File: config.mk
export PLATFORM = sky130hd
export DESIGN_NAME = decimal_radix_sort_flat
export DESIGN_NICKNAME = d
export VERILOG_FILES = /design/src/drs_pkg.sv /design/src/drs_if.sv /design/src/decimal_radix_sort.sv /design/src/drs_ram.sv /design/src/drs_bucket.sv /design/src/flat_wrapper.sv
export SDC_FILE = /design/constraint.sdc
export NUM_CORES = 2
export LEC_CHECK = 0
export BUFFER_PORTS_ARGS = -buffer_cell sky130_fd_sc_hd__buf_2
export CAP_MARGIN = 15
export CORE_ASPECT_RATIO = 1.4
export CORE_UTILIZATION = 50
export CTS_CLUSTER_SIZE = 24
export DETAILED_ROUTE_END_ITERATION = 8
export MAX_ROUTING_LAYER = met4
export PLACE_DENSITY = 0.64
export SLEW_MARGIN = 25
export SYNTH_ARGS = -nofsm -noshare
export SYNTH_HDL_FRONTEND = slang
export SYNTH_SLANG_ARGS = --single-unit
File: constraint.sdc
create_clock -name clock -period 14.03 [get_ports clock]
set_clock_uncertainty 0.15 [all_clocks]
set_input_delay 0.7015 -clock clock [delete_from_list [all_inputs] [get_ports clock]]
set_output_delay 0.7015 -clock clock [all_outputs]
set_load 0.005 [all_outputs]
File: src/drs_pkg.sv
// Shared constants, types and arithmetic helpers for the decimal radix sorter.
`timescale 1ns / 1ps

package drs_pkg;

   localparam int DEPTH      = 32;
   localparam int VALUE_BITS = 16;
   localparam int FIELD_BITS = 16;
   localparam int RADIX      = 10;

   localparam int COUNT_BITS = $clog2(DEPTH + 1);
   localparam int ADDR_BITS  = $clog2(DEPTH);
   localparam int DIGIT_BITS = $clog2(RADIX);
   localparam int ENTRY_BITS = 2 * VALUE_BITS;

   typedef logic [VALUE_BITS-1:0] value_type;
   typedef logic [COUNT_BITS-1:0] count_type;
   typedef logic [ADDR_BITS-1:0]  addr_type;
   typedef logic [DIGIT_BITS-1:0] digit_type;

   // ceil(2^(N+3) / 10): exact quotient for every N-bit dividend
   localparam value_type RECIP =
      value_type'(((64'd1 << (VALUE_BITS + 3)) + 64'd9) / 64'd10);

   // one buffer entry: the value and what is left of it for the next digit
   typedef struct packed {
      value_type value;
      value_type quot;
   } entry_type;

   typedef enum logic [2:0] {
      ST_LOAD,
      ST_COUNT,
      ST_PREFIX,
      ST_DIST,
      ST_EMIT
   } state_type;

   typedef struct packed {
      logic      clear;
      logic      bump;
      logic      prefix;
      digit_type digit;
   } bkt_ctrl_type;

   typedef struct packed {
      count_type slot;
      logic      prefix_done;
   } bkt_stat_type;

   function automatic value_type div10(input value_type q);
      logic [2*VALUE_BITS-1:0] prod;
      prod = {{VALUE_BITS{1'b0}}, q} * {{VALUE_BITS{1'b0}}, RECIP};
      return value_type'(prod >> (VALUE_BITS + 3));
   endfunction

   // q mod 10, given quot = q / 10; the remainder fits in the low digit bits
   function automatic digit_type digit_of(input value_type q, input value_type quot);
      digit_type lo_quot;
      digit_type ten_quot;
      lo_quot  = quot[DIGIT_BITS-1:0];
      ten_quot = (lo_quot << 3) + (lo_quot << 1);
      return q[DIGIT_BITS-1:0] - ten_quot;
   endfunction

endpackage

File: src/drs_if.sv
// Valid/ready channel interfaces for the sorter's request and response sides.
`timescale 1ns / 1ps

interface drs_req_if import drs_pkg::*; ();
   logic                  valid;
   logic                  ready;
   logic [FIELD_BITS-1:0] value_in;
   logic                  is_last_in;

   modport source (output valid, output value_in, output is_last_in, input ready);
   modport sink   (input valid, input value_in, input is_last_in, output ready);
endinterface

interface drs_rsp_if import drs_pkg::*; ();
   logic                  valid;
   logic                  ready;
   logic [FIELD_BITS-1:0] value_out;
   logic                  is_last_out;
   logic                  dropped_flag;

   modport source (output valid, output value_out, output is_last_out,
                   output dropped_flag, input ready);
   modport sink   (input valid, input value_out, input is_last_out,
                   input dropped_flag, output ready);
endinterface

File: src/decimal_radix_sort.sv
// Top level of the decimal LSD radix sorter: sequencer, ping-pong buffers, output register.
`timescale 1ns / 1ps

// channel   dir  fields                                    transaction
// req_if    in   value_in[15:0], is_last_in                one value loaded per transaction
// rsp_if    out  value_out[15:0], is_last_out, dropped_flag one sorted value per transaction
//
// Loading takes one value per cycle while valid is high; req_if is ready only while loading.
// Each decimal digit of the set maximum costs one pass (a histogram read of every value,
// 10 prefix steps, a distribute read and write of every value) through the single read
// port of the buffer RAMs. Emission reads a value only after the last read has landed.
// Synchronous active-high reset; no clearing pass, buffers are only read below the fill count.
// A stalled response holds the sequencer in emission; the next set can load as soon
// as the last value has left the buffer, even while it waits in the output register.

module decimal_radix_sort import drs_pkg::*; (
   input  logic  clock,
   input  logic  reset,
   drs_req_if.sink   req_if,
   drs_rsp_if.source rsp_if
);

   state_type state_ff, state_in;
   count_type count_ff, count_in;     // fill count of the current set
   value_type max_ff, max_in;         // running max, then max / 10^pass
   logic      drop_ff, drop_in;
   logic      src_ff, src_in;         // 0: buffer A is the pass source
   count_type idx_ff, idx_in;         // next read index
   logic      rd_vld_ff, rd_vld_in;   // read in flight

   logic      rsp_valid_ff, rsp_valid_in;
   value_type rsp_value_ff, rsp_value_in;
   logic      rsp_last_ff, rsp_last_in;
   logic      rsp_drop_ff, rsp_drop_in;

   logic      a_wr_en, b_wr_en, rd_en;
   addr_type  a_wr_addr, b_wr_addr, rd_addr;
   entry_type a_wr_data, b_wr_data;
   entry_type a_rd_data, b_rd_data, rd_data;

   value_type    req_value;
   value_type    new_max;
   value_type    rd_quot;
   digit_type    rd_digit;
   value_type    max_quot;
   entry_type    dist_entry;
   bkt_ctrl_type bkt_ctrl;
   bkt_stat_type bkt_stat;

   // ---- buffers: A holds the loaded set, passes ping-pong between A and B
   drs_ram #(.DATA_BITS(ENTRY_BITS), .ENTRIES(DEPTH)) u_buf_a (
      .clock   (clock),
      .wr_en   (a_wr_en),
      .wr_addr (a_wr_addr),
      .wr_data (a_wr_data),
      .rd_en   (rd_en & ~src_ff),
      .rd_addr (rd_addr),
      .rd_data (a_rd_data)
   );

   drs_ram #(.DATA_BITS(ENTRY_BITS), .ENTRIES(DEPTH)) u_buf_b (
      .clock   (clock),
      .wr_en   (b_wr_en),
      .wr_addr (b_wr_addr),
      .wr_data (b_wr_data),
      .rd_en   (rd_en & src_ff),
      .rd_addr (rd_addr),
      .rd_data (b_rd_data)
   );

   drs_bucket u_bucket (
      .clock  (clock),
      .reset  (reset),
      .ctrl   (bkt_ctrl),
      .status (bkt_stat)
   );

   // ---- datapath around the read port
   assign rd_data    = src_ff ? b_rd_data : a_rd_data;
   assign rd_addr    = idx_ff[ADDR_BITS-1:0];
   assign rd_quot    = div10(rd_data.quot);
   assign rd_digit   = digit_of(rd_data.quot, rd_quot);
   assign max_quot   = div10(max_ff);
   assign dist_entry = '{value: rd_data.value, quot: rd_quot};
   assign req_value  = value_type'(req_if.value_in);

   // distribute writes the other buffer; loading always writes A
   assign b_wr_addr = bkt_stat.slot[ADDR_BITS-1:0];
   assign b_wr_data = dist_entry;

   // ---- sequencer
   always_comb begin
      state_in     = state_ff;
      count_in     = count_ff;
      max_in       = max_ff;
      drop_in      = drop_ff;
      src_in       = src_ff;
      idx_in       = idx_ff;
      rd_vld_in    = 1'b0;
      rd_en        = 1'b0;
      a_wr_en      = 1'b0;
      a_wr_addr    = count_ff[ADDR_BITS-1:0];
      a_wr_data    = '{value: req_value, quot: req_value};
      b_wr_en      = 1'b0;
      new_max      = max_ff;
      bkt_ctrl     = '0;
      rsp_valid_in = rsp_valid_ff & ~rsp_if.ready;
      rsp_value_in = rsp_value_ff;
      rsp_last_in  = rsp_last_ff;
      rsp_drop_in  = rsp_drop_ff;

      unique case (state_ff)
         ST_LOAD: begin
            if (req_if.valid) begin
               if (count_ff < COUNT_BITS'(DEPTH)) begin
                  a_wr_en  = 1'b1;
                  count_in = count_ff + COUNT_BITS'(1);
                  if (req_value > max_ff) begin
                     new_max = req_value;
                  end
               end else begin
                  drop_in = 1'b1;   // buffer full, value discarded
               end
               max_in = new_max;
               if (req_if.is_last_in) begin
                  src_in = 1'b0;
                  idx_in = '0;
                  if (new_max == '0) begin
                     state_in = ST_EMIT;   // all zero: emit as loaded
                  end else begin
                     state_in       = ST_COUNT;
                     bkt_ctrl.clear = 1'b1;
                  end
               end
            end
         end

         ST_COUNT: begin
            if (idx_ff != count_ff) begin
               rd_en     = 1'b1;
               rd_vld_in = 1'b1;
               idx_in    = idx_ff + COUNT_BITS'(1);
            end else begin
               idx_in   = '0;
               state_in = ST_PREFIX;
            end
            if (rd_vld_ff) begin
               bkt_ctrl.bump  = 1'b1;
               bkt_ctrl.digit = rd_digit;
            end
         end

         ST_PREFIX: begin
            bkt_ctrl.prefix = 1'b1;
            if (bkt_stat.prefix_done) begin
               state_in = ST_DIST;
            end
         end

         ST_DIST: begin
            if (idx_ff != count_ff) begin
               rd_en     = 1'b1;
               rd_vld_in = 1'b1;
               idx_in    = idx_ff + COUNT_BITS'(1);
            end
            if (rd_vld_ff) begin
               bkt_ctrl.bump  = 1'b1;
               bkt_ctrl.digit = rd_digit;
               a_wr_en        = src_ff;
               b_wr_en        = ~src_ff;
               a_wr_addr      = bkt_stat.slot[ADDR_BITS-1:0];
               a_wr_data      = dist_entry;
            end
            if (idx_ff == count_ff) begin
               // last write lands this edge; next pass reads the other buffer
               max_in = max_quot;
               src_in = ~src_ff;
               idx_in = '0;
               if (max_quot == '0) begin
                  state_in = ST_EMIT;
               end else begin
                  state_in       = ST_COUNT;
                  bkt_ctrl.clear = 1'b1;
               end
            end
         end

         ST_EMIT: begin
            if (!rd_vld_ff && idx_ff != count_ff && (!rsp_valid_ff || rsp_if.ready)) begin
               rd_en     = 1'b1;
               rd_vld_in = 1'b1;
               idx_in    = idx_ff + COUNT_BITS'(1);
            end
            if (rd_vld_ff) begin
               rsp_valid_in = 1'b1;
               rsp_value_in = rd_data.value;
               rsp_last_in  = (idx_ff == count_ff);
               rsp_drop_in  = drop_ff;
               if (idx_ff == count_ff) begin
                  state_in = ST_LOAD;
                  count_in = '0;
                  max_in   = '0;
                  drop_in  = 1'b0;
                  idx_in   = '0;
                  src_in   = 1'b0;
               end
            end
         end

         default: begin
            state_in = ST_LOAD;
         end
      endcase
   end

   always_ff @(posedge clock) begin
      if (reset) begin
         state_ff     <= ST_LOAD;
         count_ff     <= '0;
         max_ff       <= '0;
         drop_ff      <= 1'b0;
         src_ff       <= 1'b0;
         idx_ff       <= '0;
         rd_vld_ff    <= 1'b0;
         rsp_valid_ff <= 1'b0;
      end else begin
         state_ff     <= state_in;
         count_ff     <= count_in;
         max_ff       <= max_in;
         drop_ff      <= drop_in;
         src_ff       <= src_in;
         idx_ff       <= idx_in;
         rd_vld_ff    <= rd_vld_in;
         rsp_valid_ff <= rsp_valid_in;
      end
   end

   always_ff @(posedge clock) begin
      rsp_value_ff <= rsp_value_in;
      rsp_last_ff  <= rsp_last_in;
      rsp_drop_ff  <= rsp_drop_in;
   end

   // ---- ports
   assign req_if.ready        = (state_ff == ST_LOAD);
   assign rsp_if.valid        = rsp_valid_ff;
   assign rsp_if.value_out    = FIELD_BITS'(rsp_value_ff);
   assign rsp_if.is_last_out  = rsp_last_ff;
   assign rsp_if.dropped_flag = rsp_drop_ff;

   // ---- checks
   a_count_bound: assert property (@(posedge clock) disable iff (reset)
      count_ff <= COUNT_BITS'(DEPTH))
      else $error("fill count beyond buffer depth");

   a_emit_slot_free: assert property (@(posedge clock) disable iff (reset)
      (state_ff == ST_EMIT && rd_vld_ff) |-> !rsp_valid_ff)
      else $error("read data arrives while output register is occupied");

   a_dist_slot_range: assert property (@(posedge clock) disable iff (reset)
      (state_ff == ST_DIST && rd_vld_ff) |-> (bkt_stat.slot < count_ff))
      else $error("distribute slot outside the loaded set");

   a_no_read_in_load: assert property (@(posedge clock) disable iff (reset)
      (state_ff == ST_LOAD) |-> !rd_vld_ff)
      else $error("buffer read still in flight while loading");

endmodule

File: src/drs_ram.sv
// Simple dual-port synchronous RAM, one write and one registered read port.
`timescale 1ns / 1ps

module drs_ram #(
   parameter int  DATA_BITS = 32,
   parameter int  ENTRIES   = 32,
   localparam int ADDR_BITS = $clog2(ENTRIES)
) (
   input  logic                 clock,
   input  logic                 wr_en,
   input  logic [ADDR_BITS-1:0] wr_addr,
   input  logic [DATA_BITS-1:0] wr_data,
   input  logic                 rd_en,
   input  logic [ADDR_BITS-1:0] rd_addr,
   output logic [DATA_BITS-1:0] rd_data
);

   logic [DATA_BITS-1:0] store_mem [ENTRIES];
   logic [DATA_BITS-1:0] rd_data_ff;

   always_ff @(posedge clock) begin
      if (wr_en) begin
         store_mem[wr_addr] <= wr_data;
      end
   end

   always_ff @(posedge clock) begin
      if (rd_en) begin
         rd_data_ff <= store_mem[rd_addr];
      end
   end

   assign rd_data = rd_data_ff;

endmodule

File: src/drs_bucket.sv
// Ten bucket counters: histogram, sequential prefix sum, then slot pointers.
`timescale 1ns / 1ps

module drs_bucket import drs_pkg::*; (
   input  logic         clock,
   input  logic         reset,
   input  bkt_ctrl_type ctrl,
   output bkt_stat_type status
);

   count_type fill_ff [RADIX];
   count_type fill_in [RADIX];
   count_type pos_ff, pos_in;
   digit_type pfx_ff, pfx_in;

   digit_type sel;
   logic      sel_ok;
   count_type sel_val;

   // single read point: prefix walk or the digit of the item in hand
   assign sel     = ctrl.prefix ? pfx_ff : ctrl.digit;
   assign sel_ok  = (sel < DIGIT_BITS'(RADIX));
   assign sel_val = sel_ok ? fill_ff[sel] : '0;

   always_comb begin
      fill_in = fill_ff;
      pos_in  = pos_ff;
      pfx_in  = pfx_ff;
      priority if (ctrl.clear) begin
         for (int b = 0; b < RADIX; b++) begin
            fill_in[b] = '0;
         end
         pos_in = '0;
         pfx_in = '0;
      end else if (ctrl.prefix) begin
         // count becomes start pointer
         if (sel_ok) begin
            fill_in[sel] = pos_ff;
         end
         pos_in = pos_ff + sel_val;
         pfx_in = pfx_ff + DIGIT_BITS'(1);
      end else if (ctrl.bump && sel_ok) begin
         fill_in[sel] = sel_val + COUNT_BITS'(1);
      end
   end

   always_ff @(posedge clock) begin
      if (reset) begin
         for (int b = 0; b < RADIX; b++) begin
            fill_ff[b] <= '0;
         end
         pos_ff <= '0;
         pfx_ff <= '0;
      end else begin
         fill_ff <= fill_in;
         pos_ff  <= pos_in;
         pfx_ff  <= pfx_in;
      end
   end

   assign status.slot        = sel_val;
   assign status.prefix_done = (pfx_ff == DIGIT_BITS'(RADIX - 1));

endmodule

File: src/flat_wrapper.sv
// flat-port wrapper written by rule: the top's interface ports become plain ports
module decimal_radix_sort_flat import drs_pkg::*;
  (clock, reset, req_if_valid, req_if_value_in, req_if_is_last_in, req_if_ready, rsp_if_valid, rsp_if_value_out, rsp_if_is_last_out, rsp_if_dropped_flag, rsp_if_ready);
  drs_req_if req_if_i ();
  drs_rsp_if rsp_if_i ();
  input  logic clock;
  input  logic reset;
  input wire logic [$bits(req_if_i.valid)-1:0] req_if_valid;
  input wire logic [$bits(req_if_i.value_in)-1:0] req_if_value_in;
  input wire logic [$bits(req_if_i.is_last_in)-1:0] req_if_is_last_in;
  output wire logic [$bits(req_if_i.ready)-1:0] req_if_ready;
  output wire logic [$bits(rsp_if_i.valid)-1:0] rsp_if_valid;
  output wire logic [$bits(rsp_if_i.value_out)-1:0] rsp_if_value_out;
  output wire logic [$bits(rsp_if_i.is_last_out)-1:0] rsp_if_is_last_out;
  output wire logic [$bits(rsp_if_i.dropped_flag)-1:0] rsp_if_dropped_flag;
  input wire logic [$bits(rsp_if_i.ready)-1:0] rsp_if_ready;
  assign req_if_i.valid = req_if_valid;
  assign req_if_i.value_in = req_if_value_in;
  assign req_if_i.is_last_in = req_if_is_last_in;
  assign req_if_ready = req_if_i.ready;
  assign rsp_if_valid = rsp_if_i.valid;
  assign rsp_if_value_out = rsp_if_i.value_out;
  assign rsp_if_is_last_out = rsp_if_i.is_last_out;
  assign rsp_if_dropped_flag = rsp_if_i.dropped_flag;
  assign rsp_if_i.ready = rsp_if_ready;
  decimal_radix_sort u_core (.clock(clock), .reset(reset), .req_if(req_if_i), .rsp_if(rsp_if_i));
endmodule
# Word-level counts from Yosys, hierarchy flattened

Memory sizes are Yosys's and may differ from the RTL's. A register that Yosys moved wholly into a read port is not among the register bits.
Cells that the tools add are included.
Widths: inputs -> output; s select.

Memories kept: 2
RAM bits: 1,952
Logic and storage cells: 173
Output and inout port bits: 20
Register bits: 155
Input bits: 21

Equality and inequality tests: 18
Bitwise logic cells: 6
$mul: 2
Reduce and logical (&&, ||, !) cells: 24
Muxes and demuxes: 85
Magnitude comparators: 5
Add/subtract/negate cells: 7

Memories:

| name                     | words | bits a word | rd ports | clocked after Yosys merged registers in | wr ports | RTL line      | RTL |
|---|---|---|---|---|---|---|---|
| u_core.u_buf_a.store_mem | 32    | 32          | 1        | 1                                       | 1        | drs_ram.sv:18 | `logic [DATA_BITS-1:0] store_mem [ENTRIES];` |
| u_core.u_buf_b.store_mem | 32    | 29          | 1        | 1                                       | 1        | drs_ram.sv:18 |  |

Operator list:

| operator               | number |
|---|---|
| $mux 60                | 3 |
| $mux 16                | 8 |
| $bwmux 60              | 2 |
| $mux 32                | 3 |
| $mux 6                 | 16 |
| $mul 16x16->32 const B | 2 |
| $pmux 16 s3            | 1 |
| $logic_not 16->1       | 2 |
| $mux 1                 | 28 |
| $mux 3                 | 9 |
| $bmux 6 s4             | 1 |
| $demux 6 s4            | 1 |
| $pmux 6 s4             | 1 |
| $add 6x1->6 const B    | 3 |
| $gt 16x16->1           | 1 |
| $pmux 3 s5             | 1 |
| $reduce_and 5->1       | 3 |
| $mux 4                 | 3 |
| $ne 2x1->1 const B     | 6 |
| $pmux 6 s2             | 1 |
| $mux 5                 | 2 |
| $ne 2x2->1 const B     | 4 |
| $pmux 1 s2             | 4 |
| $reduce_and 7->1       | 1 |
| 30 further kinds       | 41 |

# Logic depth before layout (Yosys ltp)

Depth in word-level cells: 16
Gate-level depth with buffers: 37

# Cells and area by module

From an unflattened synthesis, not the netlist that was laid out.

Cell total of the unflattened synthesis: 6,313
Area, all modules: 98,134.1 um^2

Modules (own cells, without submodules):

| module                   | area each (um^2) | cells each | instances | seq. area each (um^2) |
|---|---|---|---|---|
| drs_ram (u_core.u_buf_a) | 40,812.9         | 2,260      | 1         | 31,710.4 |
| drs_ram (u_core.u_buf_b) | 40,809.1         | 2,260      | 1         | 31,710.4 |
| decimal_radix_sort       | 13,038.8         | 1,434      | 1         | 1,241.2 |
| drs_bucket               | 3,473.3          | 359        | 1         | 1,401.3 |

# Worst setup path after synthesis

OpenSTA, ideal clock, no wires.

Path type: flip-flop to flip-flop
From: register u_core.src_ff
To: memory u_core.u_buf_a.store_mem[29][0], enable pin
Cell stages (with the launch flop): 28
Clock period less this slack: 10,554 ps
Slack: 3,476 ps
Required time: 13,459 ps
Arrival: 9,983 ps
Cell sequence: dfxtp_1 -> buf_2 -> buf_1 -> clkbuf_1 -> mux2i_1 -> inv_1 -> ha_1 -> inv_1 -> fa_1 -> inv_1 -> fa_1 -> fa_1 -> fa_1 -> fa_1 -> ha_1 -> nand4_1 -> o311ai_0 -> xor2_1 -> ha_1 -> xnor2_1 -> a22oi_1 -> nor2b_1 -> clkbuf_1 -> clkbuf_1 -> a31oi_2 -> o31ai_1 -> nand2_1 -> nor2_1

RTL lines:

| element                | RTL line                  | RTL |
|---|---|---|
| from (decl)            | decimal_radix_sort.sv:27  | `logic src_ff, src_in;` |
| from (signal assigned) | decimal_radix_sort.sv:231 | `src_ff <= src_in;` |
| to (decl)              | drs_ram.sv:18             |  |

==> summary.md <==
| Metric | Value |
|---|---|
| Status | `complete, no violations` |
| Critical Path AT | `between 10 and 15 ns` |
| Rows | `185` |
| Syn Area/Cell | `19.8 µm²` |
| Hold crit path type | `in2reg` |
| Synth Flop Type | `edfxtp_1` |
| #FFs+latches synth | `between 2,000 and 2,500` |
| EDFF count, synth | `2,031` |
| Worst-path clk slew | `0.06 ns` |
| Fraction of final layout cells sized beyond drive strength 1 | `25.3%` |
| Total number of vias | `between 40,000 and 50,000` |
| ANT nets after route | `0` |
| Top post-synthesis cells by area | `edfxtp_1 67%, mux4_2 15%, ha_1 3.9%` |
| Crit path kind | `reg2reg` |
| Pin count of the biggest net entering global routing | `143` |
| H-tree levels | `4` |
| Top-area cell type share of the netlist area | `66.8%` |
| Clock Tree Root | `clkbuf_16` |
| Async S/R FF share, synth | `0%` |
| Crit Path Max Fanout | `just over 40` |
| Area occupied by multi-input gates | `27,200 µm²` |
| WL/cell | `30.6 µm` |
| I/O pin total | `a little over 40` |
| Port-buffer cells | `40` |
| Initial antenna violation count | `8` |
| Routed length on met2 | `118,000 µm` |
| Post-DP HPWL | `roughly 150,000 µm` |
| Cell variety after synth | `84` |
| Setup tns final | `0 ns` |
| Worst setup path start | `u_core.src_ff` |
| Yosys top cell by area | `edfxtp_1` |
| Clock sink total | `2,125` |
| Num CTS Buffers | `192` |
| Seq/Total Area, Yosys | `between 60% and 70%` |
| Layout area overhead | `12.0%` |
| Die width | `about 360 µm` |
| Synthesized Nets | `5,089` |
| Gr usage total | `25.7%` |
| Crit path max-delay cell type | `nor2_4` |
| Nets | `5,239` |
| Sequential cell area | `62,900 µm²` |
| Post_cts resized | `0` |
| CTS tree | `done` |
| First-pass GRT wire length | `between 300,000 and 400,000 µm` |
| Initial Util | `approximately half` |
| Unrepaired setup endpoints after global routing | `no` |
| Fill cells | `between 10,000 and 15,000` |
| Startpoint types | `flip-flop` |
| Final period util | `87.1%` |
| Post-Syn Instances | `4,620` |
| Post-layout min period | `12.23 ns` |
| Gr ovfl total | `0` |
| DR WL met3 | `12,600 µm` |
| Pins Over Slew Limit | `0` |
| Worst Tran Pin Value | `1.08 ns` |
| Die ar. | `184,000 µm²` |
| Critical path capture point type | `flip-flop` |
| Critical Path Max Stage Delay | `1.09 ns` |
| Setup Buffers After CTS | `0` |
| Fmax | `81.8 MHz` |
| Cts-stage hold buffer count | `0` |
| # Max-Cap Violations | `0` |
| Top layer reached by signal wires | `met4` |
| Hold Crit Start | `req_if_value_in[15]` |
| Wl on met1 | `87,300 µm` |
| Slew HR | `27.9%` |
| Routability Congestion | `0.895` |
| Fin. Hold Viols | `0` |
| Setup violators final | `0` |
| Clk buf depth | `3` |
| Final wirelength | `225,000 µm` |
| Netlist Area Pre-Place | `between 90,000 and 100,000 µm²` |
| Syn. warnings | `0` |
| Die H | `just over 500 µm` |
| DR DRC count | `0` |
| Worst R2R Start | `u_core.src_ff` |
| Core Region | `181,000 µm²` |
| Vias in the first global route | `between 40,000 and 50,000` |
| Worst-Skew Late Latency | `approximately 0.86 ns` |
| Via/cell ratio | `about 6.0` |
| CP required | `14.33 ns` |
| First drt pass iteration count | `7` |
| Iter 0 DRT Violations | `4,689` |
worst max-delay path, delay by kind of cell, from the launching register on:
| kind | cells | cell delay (ns) |
|---|---|---|
| fa+ha+maj | 8 | 3.52 |
| simple gates | 5 | 3.10 |
| compound gates | 6 | 1.85 |
| buf+inv | 4 | 1.24 |
| flops | 1 | 0.76 |
| xor+xnor | 3 | 0.75 |
| mux | 1 | 0.38 |
synth_stat cells (5+ instances only):
master and count:
a211oi_1 13, a21bo_2 17, a21o_1 19, a21oi_1 89
a222oi_1 12, a22oi_1 7, a31oi_1 6, and2_1 11
and3_1 8, buf_1 51, buf_2 5, clkbuf_1 132
dfxtp_1 94, edfxtp_1 2031, fa_1 161, ha_1 287
inv_1 300, mux2_2 89, mux2i_1 15, mux4_2 616
nand2_1 193, nand2b_1 8, nand3_1 36, nand4_1 16
nor2_1 155, nor2b_1 12, nor3_1 20, nor4_1 11
o211ai_1 12, o21a_1 15, o21ai_0 30, o21ai_1 11
o31ai_1 6, xnor2_1 29, xor2_1 22
layout make-up:
type / count / share of cell area (%)
Clock inverter: 103 / 0.928
Antenna cell: 5 / 0.0122
Sequential cell: 2125 / 61.5
Timing Repair Buffer: 146 / 1.82
Inverter: 303 / 1.12
Clock buffer: 249 / 4.99
Tap cell: 2431 / 2.98
Multi-Input combinational cell: 2002 / 26.6
kinds of logic after synthesis:
group / synth area share, %
AO/OA/AOI/OAI: 2.21
XOR/XNOR: 0.535
adder cells (fa/ha/maj): 7.46
buffers and inverters: 2.05
flip-flops: 68.9
multiplexers: 16.5
AND/OR/NAND/NOR: 2.41
placed cells by master (no fill, tap or decap), drive strengths merged, types with 36 or more instances in the layout:
cell type  instances
a21oi             91
buf              146
clkbuf           249
clkinv            82
dfxtp             94
edfxtp          2031
fa               161
ha               287
inv              308
mux2              89
mux4             616
nand2            193
nand3             36
nor2             156
o21ai             42
layer usage:
metal | GRT usage, % | vias up
met5 | - | -
met4 | 7.88 | 0
met3 | 3.55 | 276
met2 | 43.2 | 1526
met1 | 32.5 | 23900
li1 | - | 18800
sequential cells by signal, summed over array words and instances, names as in the netlist, 3 cells and up:
register and count:
u_core.rsp_if.value_out 16, u_core.max_ff 16, u_core.u_buf_b.store_mem 928, u_core.u_buf_a.store_mem 1024, u_core.u_buf_b.rd_data 29, u_core.u_bucket.pfx_ff 4, u_core.u_bucket.pos_ff 5, u_core.state_ff 3
u_core.u_buf_a.rd_data 32, u_core.idx_ff 6, u_core.u_bucket.fill_ff 50, u_core.count_ff 6
final timing paths:
| path | endpoint | slack (ns) | depth (start not counted) |
|---|---|---|---|
| setup / recovery | u_core.u_buf_b.store_mem[24][15] | 1.80 | 27 |
| hold / removal | u_core.max_ff[15] | 0.09 | 3 |
| setup reg to reg | u_core.u_buf_b.store_mem[24][15] | 1.80 | 27 |
| hold reg to reg | u_core.u_bucket.fill_ff[55] | 0.31 | 2 |
per-stage QoR:
step / area (µm²) / setup slack [ns] / instances / hold slack [ns] / util, %
global placement: 94900 / 1.96 / 6960 / 0.293 / 52.3
CTS: 102000 / 1.81 / 7344 / 0.0132 / 56.1
global route: 102000 / 0.996 / 7362 / 0.0731 / 56.3
finish: 102000 / 1.80 / 7364 / 0.0930 / 56.3
floorplan: 91300 / 3.48 / 4620 / 0.259 / -
detailed placement: 95700 / 1.88 / 6992 / 0.298 / 52.8
Power is left out: the tool's default activity adds up to more than one toggle a clock period on the data nets, which glitch-free logic cannot reach.
